<file path="config.mk">
export PLATFORM = sky130hd
export DESIGN_NAME = linked_queue_and_tree_pool_manager
export DESIGN_NICKNAME = d
export VERILOG_FILES = /design/src/hdl/lqtp_pkg.sv /design/src/hdl/lqtp_link_mem.sv /design/src/hdl/lqtp_seq.sv /design/src/hdl/linked_queue_and_tree_pool_manager.sv
export SDC_FILE = /design/constraint.sdc
export NUM_CORES = 2
export LEC_CHECK = 0
export BUFFER_PORTS_ARGS = -buffer_cell sky130_fd_sc_hd__buf_2
export CAP_MARGIN = 15
export CORE_UTILIZATION = 55
export CTS_CLUSTER_SIZE = 20
export DETAILED_ROUTE_END_ITERATION = 12
export PLACE_DENSITY_LB_ADDON = 0.05
export SLEW_MARGIN = 20
export SYNTH_ARGS = -nofsm -noshare
export SYNTH_HDL_FRONTEND = slang
export SYNTH_SLANG_ARGS = --single-unit
</file>
<file path="constraint.sdc">
create_clock -name clk -period 7.4 [get_ports clk]
set_clock_uncertainty 0.2 [all_clocks]
set_input_delay 1.48 -clock clk [delete_from_list [all_inputs] [get_ports clk]]
set_output_delay 1.48 -clock clk [all_outputs]
set_load 0.01 [all_outputs]
</file>
<file path="src/hdl/lqtp_pkg.sv">
// lqtp_pkg: shared types, constants and helpers for the linked queue and tree pool manager
// used by lqtp_link_mem, lqtp_seq and the top level; depends on nothing
package lqtp_pkg;

  localparam int POOL_SIZE = 32;
  localparam int IDX_W     = $clog2(POOL_SIZE);
  localparam int LINK_W    = IDX_W + 1;
  localparam int STEP_W    = $clog2(POOL_SIZE + 1);
  localparam int NUM_FLD   = 6;

  // field slots of one link record
  localparam int F_NEXT   = 0;
  localparam int F_PREV   = 1;
  localparam int F_PARENT = 2;
  localparam int F_FCHILD = 3;
  localparam int F_NSIB   = 4;
  localparam int F_PSIB   = 5;

  typedef logic [LINK_W-1:0] link_t;
  typedef link_t [NUM_FLD-1:0] link_rec_t;

  localparam link_t NONE_LINK = LINK_W'(POOL_SIZE);

  typedef enum logic [3:0] {
    FN_ALLOC    = 4'd0,
    FN_FREE     = 4'd1,
    FN_ENQ      = 4'd2,
    FN_DEQ      = 4'd3,
    FN_REMOVE   = 4'd4,
    FN_PEEK     = 4'd5,
    FN_ADD      = 4'd6,
    FN_DETACH   = 4'd7,
    FN_DETACH_1 = 4'd8,
    FN_HAS      = 4'd9
  } func_t;

  typedef enum logic [4:0] {
    ST_IDLE,
    ST_Q_RD,
    ST_UNLINK,
    ST_UN_W2,
    ST_SEARCH,
    ST_CLR,
    ST_FR_CLR,
    ST_AP_START,
    ST_AP_RD,
    ST_AP_W2,
    ST_AP_W3,
    ST_AP_W4,
    ST_ADD_RD,
    ST_ADD_W2,
    ST_ADD_W3,
    ST_HAS_RD,
    ST_FC_RD,
    ST_DT_RD,
    ST_DT_W1,
    ST_DT_W2,
    ST_DT_W3,
    ST_FIN
  } state_t;

  typedef struct packed {
    logic [3:0] func;
    logic [5:0] queue_tail;
    logic [4:0] entry_index;
    logic [4:0] parent_index;
  } in_item_t;

  typedef struct packed {
    logic [5:0] new_tail;
    logic [5:0] result_entry;
    logic       has_children;
  } out_item_t;

  typedef struct packed {
    logic                 re;
    link_t                raddr;
    link_t                waddr;
    logic [NUM_FLD-1:0]   wmask;
    link_rec_t            wdata;
  } mem_req_t;

  // value an entry's field holds before it is first written
  function automatic link_t rst_link(input int fld, input logic [IDX_W-1:0] idx);
    link_t v;
    v = NONE_LINK;
    if (fld == F_NEXT) begin
      v = (idx == IDX_W'(POOL_SIZE - 1)) ? '0 : LINK_W'(idx) + LINK_W'(1);
    end else if (fld == F_PREV) begin
      v = (idx == '0) ? LINK_W'(POOL_SIZE - 1) : LINK_W'(idx) - LINK_W'(1);
    end
    return v;
  endfunction

endpackage

</file>
<file path="src/hdl/lqtp_link_mem.sv">
// lqtp_link_mem: link store, six link fields per entry, per-field write enables
// one read port with registered data, per-field valid bits give the reset image; uses lqtp_pkg
module lqtp_link_mem (
  input  logic                clk,
  input  logic                rst_n,
  input  lqtp_pkg::mem_req_t  req,
  output lqtp_pkg::link_rec_t rdata
);
  import lqtp_pkg::*;

  logic [LINK_W-1:0]    mem_r [NUM_FLD][POOL_SIZE];
  logic [POOL_SIZE-1:0] vld_r [NUM_FLD];

  logic              wr_ok;
  logic              rd_ok;
  logic [IDX_W-1:0]  widx;
  logic [IDX_W-1:0]  ridx;

  link_rec_t          dat_r;
  logic [NUM_FLD-1:0] vq_r;
  logic               ok_r;
  logic [IDX_W-1:0]   ridx_r;

  assign wr_ok = req.waddr < NONE_LINK;
  assign rd_ok = req.raddr < NONE_LINK;
  assign widx  = req.waddr[IDX_W-1:0];
  assign ridx  = req.raddr[IDX_W-1:0];

  always_ff @(posedge clk) begin
    for (int f = 0; f < NUM_FLD; f++) begin
      if (wr_ok && req.wmask[f]) begin
        mem_r[f][widx] <= req.wdata[f];
      end
    end
  end

  always_ff @(posedge clk) begin
    if (!rst_n) begin
      for (int f = 0; f < NUM_FLD; f++) begin
        vld_r[f] <= '0;
      end
    end else begin
      for (int f = 0; f < NUM_FLD; f++) begin
        if (wr_ok && req.wmask[f]) begin
          vld_r[f][widx] <= 1'b1;
        end
      end
    end
  end

  // read with write-through forwarding on the same entry
  always_ff @(posedge clk) begin
    if (req.re) begin
      ok_r   <= rd_ok;
      ridx_r <= ridx;
      for (int f = 0; f < NUM_FLD; f++) begin
        if (wr_ok && req.wmask[f] && (req.waddr == req.raddr)) begin
          dat_r[f] <= req.wdata[f];
          vq_r[f]  <= 1'b1;
        end else begin
          dat_r[f] <= mem_r[f][ridx];
          vq_r[f]  <= vld_r[f][ridx];
        end
      end
    end
  end

  always_comb begin
    for (int f = 0; f < NUM_FLD; f++) begin
      if (!ok_r) begin
        rdata[f] = NONE_LINK;
      end else if (vq_r[f]) begin
        rdata[f] = dat_r[f];
      end else begin
        rdata[f] = rst_link(f, ridx_r);
      end
    end
  end

endmodule

</file>
<file path="src/hdl/lqtp_seq.sv">
// lqtp_seq: operation sequencer, one read or one write to the link store per cycle
// holds the free-list tail and the item in flight; uses lqtp_pkg
module lqtp_seq (
  input  logic                clk,
  input  logic                rst_n,
  input  logic                start,
  output logic                busy,
  input  lqtp_pkg::in_item_t  in_item,
  output logic                out_valid,
  output lqtp_pkg::out_item_t out_item,
  output lqtp_pkg::mem_req_t  mem_req,
  input  lqtp_pkg::link_rec_t mem_rdata
);
  import lqtp_pkg::*;

  state_t             state_r, state_nxt;
  func_t              func_r, func_nxt;
  link_t              tail_r, tail_nxt;
  link_t              e_r, e_nxt;
  link_t              par_r, par_nxt;
  link_t              wt_r, wt_nxt;
  link_t              ftail_r, ftail_nxt;
  link_t              res_r, res_nxt;
  logic               kids_r, kids_nxt;
  link_t              n_r, n_nxt;
  link_t              q_r, q_nxt;
  link_t              prn_r, prn_nxt;
  link_t              sn_r, sn_nxt;
  link_t              sp_r, sp_nxt;
  logic [STEP_W-1:0]  steps_r, steps_nxt;
  logic               tupd_r, tupd_nxt;

  func_t in_func;
  link_t tn;
  link_t h;
  link_t fc;
  logic  ftail_op;
  logic  srch_stop;

  assign in_func   = func_t'(in_item.func);
  assign tn        = (in_item.queue_tail >= NONE_LINK) ? NONE_LINK : in_item.queue_tail;
  assign h         = mem_rdata[F_NEXT];
  assign fc        = mem_rdata[F_FCHILD];
  assign ftail_op  = (func_r == FN_ALLOC) || (func_r == FN_FREE);
  assign srch_stop = (steps_r == STEP_W'(POOL_SIZE)) || (h == wt_r) || (h == NONE_LINK);

  // next state
  always_comb begin
    state_nxt = state_r;
    unique case (state_r)
      ST_IDLE: begin
        if (start) begin
          unique case (in_func)
            FN_ALLOC, FN_DEQ, FN_REMOVE, FN_PEEK: state_nxt = ST_Q_RD;
            FN_FREE:                              state_nxt = ST_FR_CLR;
            FN_ENQ:                               state_nxt = ST_AP_START;
            FN_ADD:                               state_nxt = ST_ADD_RD;
            FN_HAS:                               state_nxt = ST_HAS_RD;
            FN_DETACH:                            state_nxt = ST_DT_RD;
            FN_DETACH_1:                          state_nxt = ST_FC_RD;
            default:                              state_nxt = ST_FIN;
          endcase
        end
      end
      ST_Q_RD: begin
        unique case (func_r)
          FN_ALLOC, FN_DEQ: begin
            if (h == wt_r) begin
              state_nxt = (func_r == FN_ALLOC) ? ST_CLR : ST_FIN;
            end else if (h == NONE_LINK) begin
              state_nxt = ST_FIN;
            end else begin
              state_nxt = ST_UNLINK;
            end
          end
          FN_REMOVE: begin
            if (e_r == wt_r) begin
              state_nxt = (h == wt_r) ? ST_FIN : ST_UNLINK;
            end else begin
              state_nxt = ST_SEARCH;
            end
          end
          default: state_nxt = ST_FIN;
        endcase
      end
      ST_UNLINK:   state_nxt = ST_UN_W2;
      ST_UN_W2:    state_nxt = (func_r == FN_ALLOC) ? ST_CLR : ST_FIN;
      ST_SEARCH: begin
        priority if (srch_stop) begin
          state_nxt = ST_FIN;
        end else if (h == e_r) begin
          state_nxt = ST_UNLINK;
        end else begin
          state_nxt = ST_SEARCH;
        end
      end
      ST_CLR:      state_nxt = ST_FIN;
      ST_FR_CLR:   state_nxt = ST_AP_START;
      ST_AP_START: state_nxt = (wt_r == NONE_LINK) ? ST_FIN : ST_AP_RD;
      ST_AP_RD:    state_nxt = ST_AP_W2;
      ST_AP_W2:    state_nxt = ST_AP_W3;
      ST_AP_W3:    state_nxt = ST_AP_W4;
      ST_AP_W4:    state_nxt = ST_FIN;
      ST_ADD_RD:   state_nxt = ST_ADD_W2;
      ST_ADD_W2:   state_nxt = ST_ADD_W3;
      ST_ADD_W3:   state_nxt = ST_FIN;
      ST_HAS_RD:   state_nxt = ST_FIN;
      ST_FC_RD:    state_nxt = (fc == NONE_LINK) ? ST_FIN : ST_DT_RD;
      ST_DT_RD:    state_nxt = (mem_rdata[F_PARENT] == NONE_LINK) ? ST_FIN : ST_DT_W1;
      ST_DT_W1:    state_nxt = (sn_r == NONE_LINK) ? ST_DT_W3 : ST_DT_W2;
      ST_DT_W2:    state_nxt = ST_DT_W3;
      ST_DT_W3:    state_nxt = ST_FIN;
      ST_FIN:      state_nxt = ST_IDLE;
      default:     state_nxt = ST_IDLE;
    endcase
  end

  // store accesses and working registers
  always_comb begin
    func_nxt  = func_r;
    tail_nxt  = tail_r;
    e_nxt     = e_r;
    par_nxt   = par_r;
    wt_nxt    = wt_r;
    ftail_nxt = ftail_r;
    res_nxt   = res_r;
    kids_nxt  = kids_r;
    n_nxt     = n_r;
    q_nxt     = q_r;
    prn_nxt   = prn_r;
    sn_nxt    = sn_r;
    sp_nxt    = sp_r;
    steps_nxt = steps_r;
    tupd_nxt  = tupd_r;
    mem_req   = '0;

    unique case (state_r)
      ST_IDLE: begin
        if (start) begin
          func_nxt  = in_func;
          tail_nxt  = tn;
          e_nxt     = {1'b0, in_item.entry_index};
          par_nxt   = {1'b0, in_item.parent_index};
          res_nxt   = NONE_LINK;
          kids_nxt  = 1'b0;
          steps_nxt = '0;
          tupd_nxt  = 1'b0;
          wt_nxt    = (in_func == FN_ALLOC || in_func == FN_FREE) ? ftail_r : tn;
          unique case (in_func)
            FN_ALLOC: begin
              mem_req.re    = 1'b1;
              mem_req.raddr = ftail_r;
            end
            FN_DEQ, FN_REMOVE, FN_PEEK: begin
              mem_req.re    = 1'b1;
              mem_req.raddr = tn;
            end
            FN_ADD, FN_HAS, FN_DETACH_1: begin
              mem_req.re    = 1'b1;
              mem_req.raddr = {1'b0, in_item.parent_index};
            end
            FN_DETACH: begin
              mem_req.re    = 1'b1;
              mem_req.raddr = {1'b0, in_item.entry_index};
            end
            default: ;
          endcase
        end
      end
      ST_Q_RD: begin
        unique case (func_r)
          FN_PEEK: res_nxt = h;
          FN_ALLOC, FN_DEQ: begin
            if (h == wt_r) begin
              res_nxt = wt_r;
              wt_nxt  = NONE_LINK;
            end else if (h != NONE_LINK) begin
              res_nxt       = h;
              mem_req.re    = 1'b1;
              mem_req.raddr = h;
            end
          end
          FN_REMOVE: begin
            if (e_r == wt_r) begin
              res_nxt = wt_r;
              if (h == wt_r) begin
                wt_nxt = NONE_LINK;
              end else begin
                tupd_nxt = 1'b1;
              end
            end
          end
          default: ;
        endcase
      end
      ST_UNLINK: begin
        // prev of successor takes our predecessor
        n_nxt                   = mem_rdata[F_NEXT];
        q_nxt                   = mem_rdata[F_PREV];
        mem_req.waddr           = mem_rdata[F_NEXT];
        mem_req.wmask[F_PREV]   = 1'b1;
        mem_req.wdata[F_PREV]   = mem_rdata[F_PREV];
      end
      ST_UN_W2: begin
        mem_req.waddr         = q_r;
        mem_req.wmask[F_NEXT] = 1'b1;
        mem_req.wdata[F_NEXT] = n_r;
        if (tupd_r) begin
          wt_nxt = q_r;
        end
      end
      ST_SEARCH: begin
        // walk one link per cycle
        if (!srch_stop) begin
          mem_req.re    = 1'b1;
          mem_req.raddr = h;
          if (h == e_r) begin
            res_nxt = h;
          end else begin
            steps_nxt = steps_r + STEP_W'(1);
          end
        end
      end
      ST_CLR: begin
        mem_req.waddr = res_r;
        mem_req.wmask = '1;
        mem_req.wdata = {NUM_FLD{NONE_LINK}};
      end
      ST_FR_CLR: begin
        mem_req.waddr = e_r;
        mem_req.wmask = '1;
        mem_req.wdata = {NUM_FLD{NONE_LINK}};
      end
      ST_AP_START: begin
        if (wt_r == NONE_LINK) begin
          mem_req.waddr         = e_r;
          mem_req.wmask[F_NEXT] = 1'b1;
          mem_req.wmask[F_PREV] = 1'b1;
          mem_req.wdata[F_NEXT] = e_r;
          mem_req.wdata[F_PREV] = e_r;
          wt_nxt                = e_r;
        end else begin
          mem_req.re    = 1'b1;
          mem_req.raddr = wt_r;
        end
      end
      ST_AP_RD: begin
        n_nxt                 = h;
        mem_req.waddr         = h;
        mem_req.wmask[F_PREV] = 1'b1;
        mem_req.wdata[F_PREV] = e_r;
      end
      ST_AP_W2: begin
        mem_req.waddr         = e_r;
        mem_req.wmask[F_NEXT] = 1'b1;
        mem_req.wdata[F_NEXT] = n_r;
      end
      ST_AP_W3: begin
        mem_req.waddr         = wt_r;
        mem_req.wmask[F_NEXT] = 1'b1;
        mem_req.wdata[F_NEXT] = e_r;
      end
      ST_AP_W4: begin
        mem_req.waddr         = e_r;
        mem_req.wmask[F_PREV] = 1'b1;
        mem_req.wdata[F_PREV] = wt_r;
        wt_nxt                = e_r;
      end
      ST_ADD_RD: begin
        n_nxt                 = fc;
        mem_req.waddr         = fc;
        mem_req.wmask[F_PSIB] = 1'b1;
        mem_req.wdata[F_PSIB] = e_r;
      end
      ST_ADD_W2: begin
        mem_req.waddr           = e_r;
        mem_req.wmask[F_NSIB]   = 1'b1;
        mem_req.wmask[F_PSIB]   = 1'b1;
        mem_req.wmask[F_PARENT] = 1'b1;
        mem_req.wdata[F_NSIB]   = n_r;
        mem_req.wdata[F_PSIB]   = NONE_LINK;
        mem_req.wdata[F_PARENT] = par_r;
      end
      ST_ADD_W3: begin
        mem_req.waddr           = par_r;
        mem_req.wmask[F_FCHILD] = 1'b1;
        mem_req.wdata[F_FCHILD] = e_r;
      end
      ST_HAS_RD: kids_nxt = (fc != NONE_LINK);
      ST_FC_RD: begin
        if (fc != NONE_LINK) begin
          e_nxt         = fc;
          mem_req.re    = 1'b1;
          mem_req.raddr = fc;
        end
      end
      ST_DT_RD: begin
        prn_nxt = mem_rdata[F_PARENT];
        sn_nxt  = mem_rdata[F_NSIB];
        sp_nxt  = mem_rdata[F_PSIB];
        if (mem_rdata[F_PARENT] != NONE_LINK) begin
          res_nxt = e_r;
        end
      end
      ST_DT_W1: begin
        priority if (sn_r == NONE_LINK && sp_r == NONE_LINK) begin
          // only child
          mem_req.waddr           = prn_r;
          mem_req.wmask[F_FCHILD] = 1'b1;
          mem_req.wdata[F_FCHILD] = NONE_LINK;
        end else if (sn_r == NONE_LINK) begin
          // last child
          mem_req.waddr         = sp_r;
          mem_req.wmask[F_NSIB] = 1'b1;
          mem_req.wdata[F_NSIB] = NONE_LINK;
        end else if (sp_r == NONE_LINK) begin
          // first child, successor moves up
          mem_req.waddr           = prn_r;
          mem_req.wmask[F_FCHILD] = 1'b1;
          mem_req.wdata[F_FCHILD] = sn_r;
        end else begin
          mem_req.waddr         = sn_r;
          mem_req.wmask[F_PSIB] = 1'b1;
          mem_req.wdata[F_PSIB] = sp_r;
        end
      end
      ST_DT_W2: begin
        if (sp_r == NONE_LINK) begin
          mem_req.waddr         = sn_r;
          mem_req.wmask[F_PSIB] = 1'b1;
          mem_req.wdata[F_PSIB] = NONE_LINK;
        end else begin
          mem_req.waddr         = sp_r;
          mem_req.wmask[F_NSIB] = 1'b1;
          mem_req.wdata[F_NSIB] = sn_r;
        end
      end
      ST_DT_W3: begin
        mem_req.waddr           = e_r;
        mem_req.wmask[F_PARENT] = 1'b1;
        mem_req.wdata[F_PARENT] = NONE_LINK;
      end
      ST_FIN: begin
        if (ftail_op) begin
          ftail_nxt = wt_r;
        end
      end
      default: ;
    endcase
  end

  // result port
  always_comb begin
    busy                  = (state_r != ST_IDLE);
    out_valid             = (state_r == ST_FIN);
    out_item.new_tail     = ftail_op ? tail_r : wt_r;
    out_item.result_entry = res_r;
    out_item.has_children = kids_r;
  end

  always_ff @(posedge clk) begin
    if (!rst_n) begin
      state_r <= ST_IDLE;
      ftail_r <= LINK_W'(POOL_SIZE - 1);
    end else begin
      state_r <= state_nxt;
      ftail_r <= ftail_nxt;
    end
  end

  always_ff @(posedge clk) begin
    func_r  <= func_nxt;
    tail_r  <= tail_nxt;
    e_r     <= e_nxt;
    par_r   <= par_nxt;
    wt_r    <= wt_nxt;
    res_r   <= res_nxt;
    kids_r  <= kids_nxt;
    n_r     <= n_nxt;
    q_r     <= q_nxt;
    prn_r   <= prn_nxt;
    sn_r    <= sn_nxt;
    sp_r    <= sp_nxt;
    steps_r <= steps_nxt;
    tupd_r  <= tupd_nxt;
  end

  a_fin_once: assert property (@(posedge clk) disable iff (!rst_n)
    state_r == ST_FIN |=> state_r == ST_IDLE)
    else $error("result strobe longer than one cycle");

  a_no_idle_write: assert property (@(posedge clk) disable iff (!rst_n)
    state_r == ST_IDLE |-> mem_req.wmask == '0)
    else $error("link store written while idle");

  a_steps_bound: assert property (@(posedge clk) disable iff (!rst_n)
    state_r == ST_SEARCH |-> steps_r <= STEP_W'(POOL_SIZE))
    else $error("search ran past the pool size");

  a_ftail_hold: assert property (@(posedge clk) disable iff (!rst_n)
    state_r != ST_FIN |=> $stable(ftail_r))
    else $error("free tail changed outside completion");

endmodule

</file>
<file path="src/hdl/linked_queue_and_tree_pool_manager.sv">
// linked_queue_and_tree_pool_manager: top level of the pool manager
// instantiates lqtp_seq and lqtp_link_mem; uses lqtp_pkg
//
// usage
// - a fixed pool of 32 entries is linked into circular doubly linked queues
//   (named by tail index), a free list, and parent/child/sibling trees
// - input channel: drive in_item and raise start; the item is taken at the
//   rising edge where start is high and busy is low
// - result channel: out_valid strobes for exactly one cycle with out_item;
//   the receiver cannot stall, so the result must be captured that cycle
// - every item gives one result; busy is high from acceptance through the
//   strobe cycle and low in the cycle after it
// - unused function codes go straight to the strobe; remove entry walks the
//   queue one link per cycle out of the link store's single read port, up to
//   32 links
// - one item at a time: the next item is taken the cycle after the strobe
// - reset (synchronous, active low) puts every entry in the free list in
//   index order and all tree links to none; the store's per-field valid
//   bits give that image at once, no clearing pass
module linked_queue_and_tree_pool_manager (
  input  logic                clk,
  input  logic                rst_n,
  input  logic                start,
  output logic                busy,
  input  lqtp_pkg::in_item_t  in_item,
  output logic                out_valid,
  output lqtp_pkg::out_item_t out_item
);
  import lqtp_pkg::*;

  // sequencer to link store
  mem_req_t  mem_req;
  link_rec_t mem_rdata;

  // operation sequencer: one store access per cycle
  lqtp_seq u_seq (
    .clk       (clk),
    .rst_n     (rst_n),
    .start     (start),
    .busy      (busy),
    .in_item   (in_item),
    .out_valid (out_valid),
    .out_item  (out_item),
    .mem_req   (mem_req),
    .mem_rdata (mem_rdata)
  );

  // link store: six link fields per entry, registered read data
  lqtp_link_mem u_mem (
    .clk   (clk),
    .rst_n (rst_n),
    .req   (mem_req),
    .rdata (mem_rdata)
  );

endmodule
</file>
==> out/qor.yml <==
fin_area_sq_um: 68400
worst_pin_slew_ns: 1.19
yosysTopAreaCellShare_pct: 63.1
cp_cell_sequence: "ha_1, and3_1, ha_1, or2_2, o31ai_4, xor2_1, a2111o_1, o21ai_1, o21a_4, buf_4, buf_4, a31oi_1, a22o_1, a2111oi_1, nor3_1"
nets: 5019
place_congestion: 0.938
cts_max_level: 4
postRouteAntennaNets: 0
clkTransAtPathRegs_ns: 0.06
crit_family: "compound AO/OA/AOI/OAI gates"
synth-seq-cells: 1474
fmax_mhz: 157
cp.depth: 15
largest_reg_flops: 1152
synth.avg_cell_area_sq_um: 12.3
synth_flop_cell: "edfxtp_1"
coreArea_sq_um: 111000
vias: 43000
setup_slack_ns: 1.04
rsz0062_at_grt: "false"
cp_slowest_cell: "a2111oi_1"
hold_viol: 0
arrival_ns: 6.64
placed_area_sq_um: 63700
top_regs: "u_mem.mem_r x1152, u_mem.vld_r x192, u_mem.dat_r x36"
finalSetupTns_ns: 0
drc: 0
clk_path_buf_depth: 3
synth.distinct_cells: 97
syn_inst: 5052
synthAdderAreaFrac_pct: 0.222
async_reset_ff_share_pct: 0
ys.warnings.count: 0
synth_xor_area_share_pct: 0.353
cp_num_buf_inv: 2
cts_made_buffers: 150
fillers: 8726
initial_core_util_pct: 55.7
die_y_um: 338
slew_viol_final: 0
leakagePower_nw: 23.2
grtUsageTotal_pct: 33.3
dp.cells: 6321
cp-end-kind: "register"
final_util_pct: 61.5
drtPass1Iterations: 6
synth_edf_count: 1303
portBuffers: 37
wl_per_cell_um: 28.8
insertion_delay_ns: 0.77
synth_top_area_cell: "edfxtp_1"
ff2ff_path_depth: 15
max_slew_margin_pct: 21.0
critPathKind: "reg -> reg"
whs_ns: 0.258
hold_path_depth: 1
preCtsSetupSlack_ns: 0.952
grt_pass1_vias: 39700
period_needed_ns: 6.36
largest_register: "u_mem.mem_r"
dieArea_sq_um: 114000
synth_compound_area_share_pct: 11.8
post-cts-setup-buffers: 0
grt-ovfl-total: 0
grt_max_degree: 106
drive_above_1_share_pct: 8.98
multi_input_area_sq_um: 17700
total_power_mw: 25.8
vias_per_cell: 6.52
crit_required_ns: 7.68
dp_hpwl_um: 117000
drt-total-wl_um: 190000
cts-root-buf: "clkbuf_16"
max_stage_delay_ns: 0.82
ios: 38
final-seq-area_sq_um: 42600
synth.top_cells.by_area: "edfxtp_1 63%, nand2_1 6.7%, dfxtp_1 5.5%"
status: "finished clean"
synth_top_family_by_area: "simple AND/OR/NAND/NOR gates"
rows: 122
power_density_nw_per_um2: 377
synth_seq_area_share_pct: 68.6
fin_cells: 6598
synthToLayoutAreaGrowth_pct: 10.3
cts.sinks: 1474
drtIter0Drc: 5956
ir_drop_v: 0.000270
maxCapViolCount: 0
synth.area.mux_share_pct: 1.63
synthSimpleGateAreaFrac_pct: 14.4
synth_nets: 5086
post_cts_resized: 0
grt_pass1_wl_um: 275000
period_share_pct: 86.0
synth_area_sq_um: 62000
hp-class: "reg -> reg"
path_max_fanout: 28
antenna_found_initial: 9
dieWidth_um: 338
postCtsHoldBufs: 0
cts_tree: "built"
setup_viol: 0
cp-start-kind: "register"
-- power breakdown --
part	total (mW)	switching [mW]	internal (mW)	leakage, nW
sequential	10.3	0.508	9.75	12.4
clock	7.33	3.17	4.16	2.33
combinational	8.21	5.82	2.40	8.55
-- cells by family after synthesis --
logic type / after synthesis
muxes: 100
AOI/OAI and AO/OA: 1009
adders and majority gates: 11
xor gates and xnor gates: 25
DFF: 1474
and+or+nand+nor: 2018
buffers and inverters: 415
-- layout make-up --
type                            count  area share [%]
Antenna cell                        1         0.00366
Tap cell                         1488            2.72
Clock inverter                     70           0.748
Inverter                           35           0.227
Timing Repair Buffer              161            2.03
Clock buffer                      206            6.16
Sequential cell                  1474            62.2
Multi-Input combinational cell   3163            25.9
-- per-layer routing --
layer | vias up | share of wire, % | track usage (%)
met3 | 365 | 9.8 | 5.70
met5 | - | 0.028 | 0
met2 | 2352 | 46 | 51.4
li1 | 18700 | - | -
met1 | 21600 | 41 | 47.8
met4 | 8 | 3.7 | 12.0
-- final timing paths --
| check | from | endpoint | slack, ns |
|---|---|---|---|
| worst max-delay path | u_mem.ridx_r[0] | u_mem.dat_r[35] | 1.04 |
| worst min-delay path | u_mem.vld_r[0][100] | u_mem.vld_r[0][100] | 0.26 |
| worst max register to register | u_mem.ridx_r[0] | u_mem.dat_r[35] | 1.04 |
| worst min register to register | u_mem.vld_r[0][100] | u_mem.vld_r[0][100] | 0.26 |
-- synth_stat cells, types with 22 or more instances --
cell type / n
nor3_1: 34
a31oi_1: 138
and2_1: 38
nand2_1: 1106
clkbuf_1: 188
a221oi_1: 25
edfxtp_1: 1303
o21a_1: 169
nor2_1: 288
and3_1: 179
buf_4: 22
o21ai_0: 105
a22oi_1: 31
a21oi_1: 124
a211oi_1: 100
a22o_1: 32
mux2i_1: 95
nand3_1: 225
a311oi_1: 88
dfxtp_1: 171
a32oi_1: 35
buf_2: 152
inv_1: 28
-- layout by cell type, fill, tap and decap left out, drive strengths merged, types with 32 or more instances in the layout --
master,instances
a311oi,88
a32oi,36
inv,38
a22o,32
nor3,35
nand3,225
a211oi,101
nand2,1109
and3,180
nor2,290
a31oi,140
dfxtp,171
o21ai,110
edfxtp,1303
a21oi,124
clkbuf,207
and2,39
mux2i,95
buf,160
clkinv,61
o21a,169
Note: power is estimated with default switching activity, not from simulation.
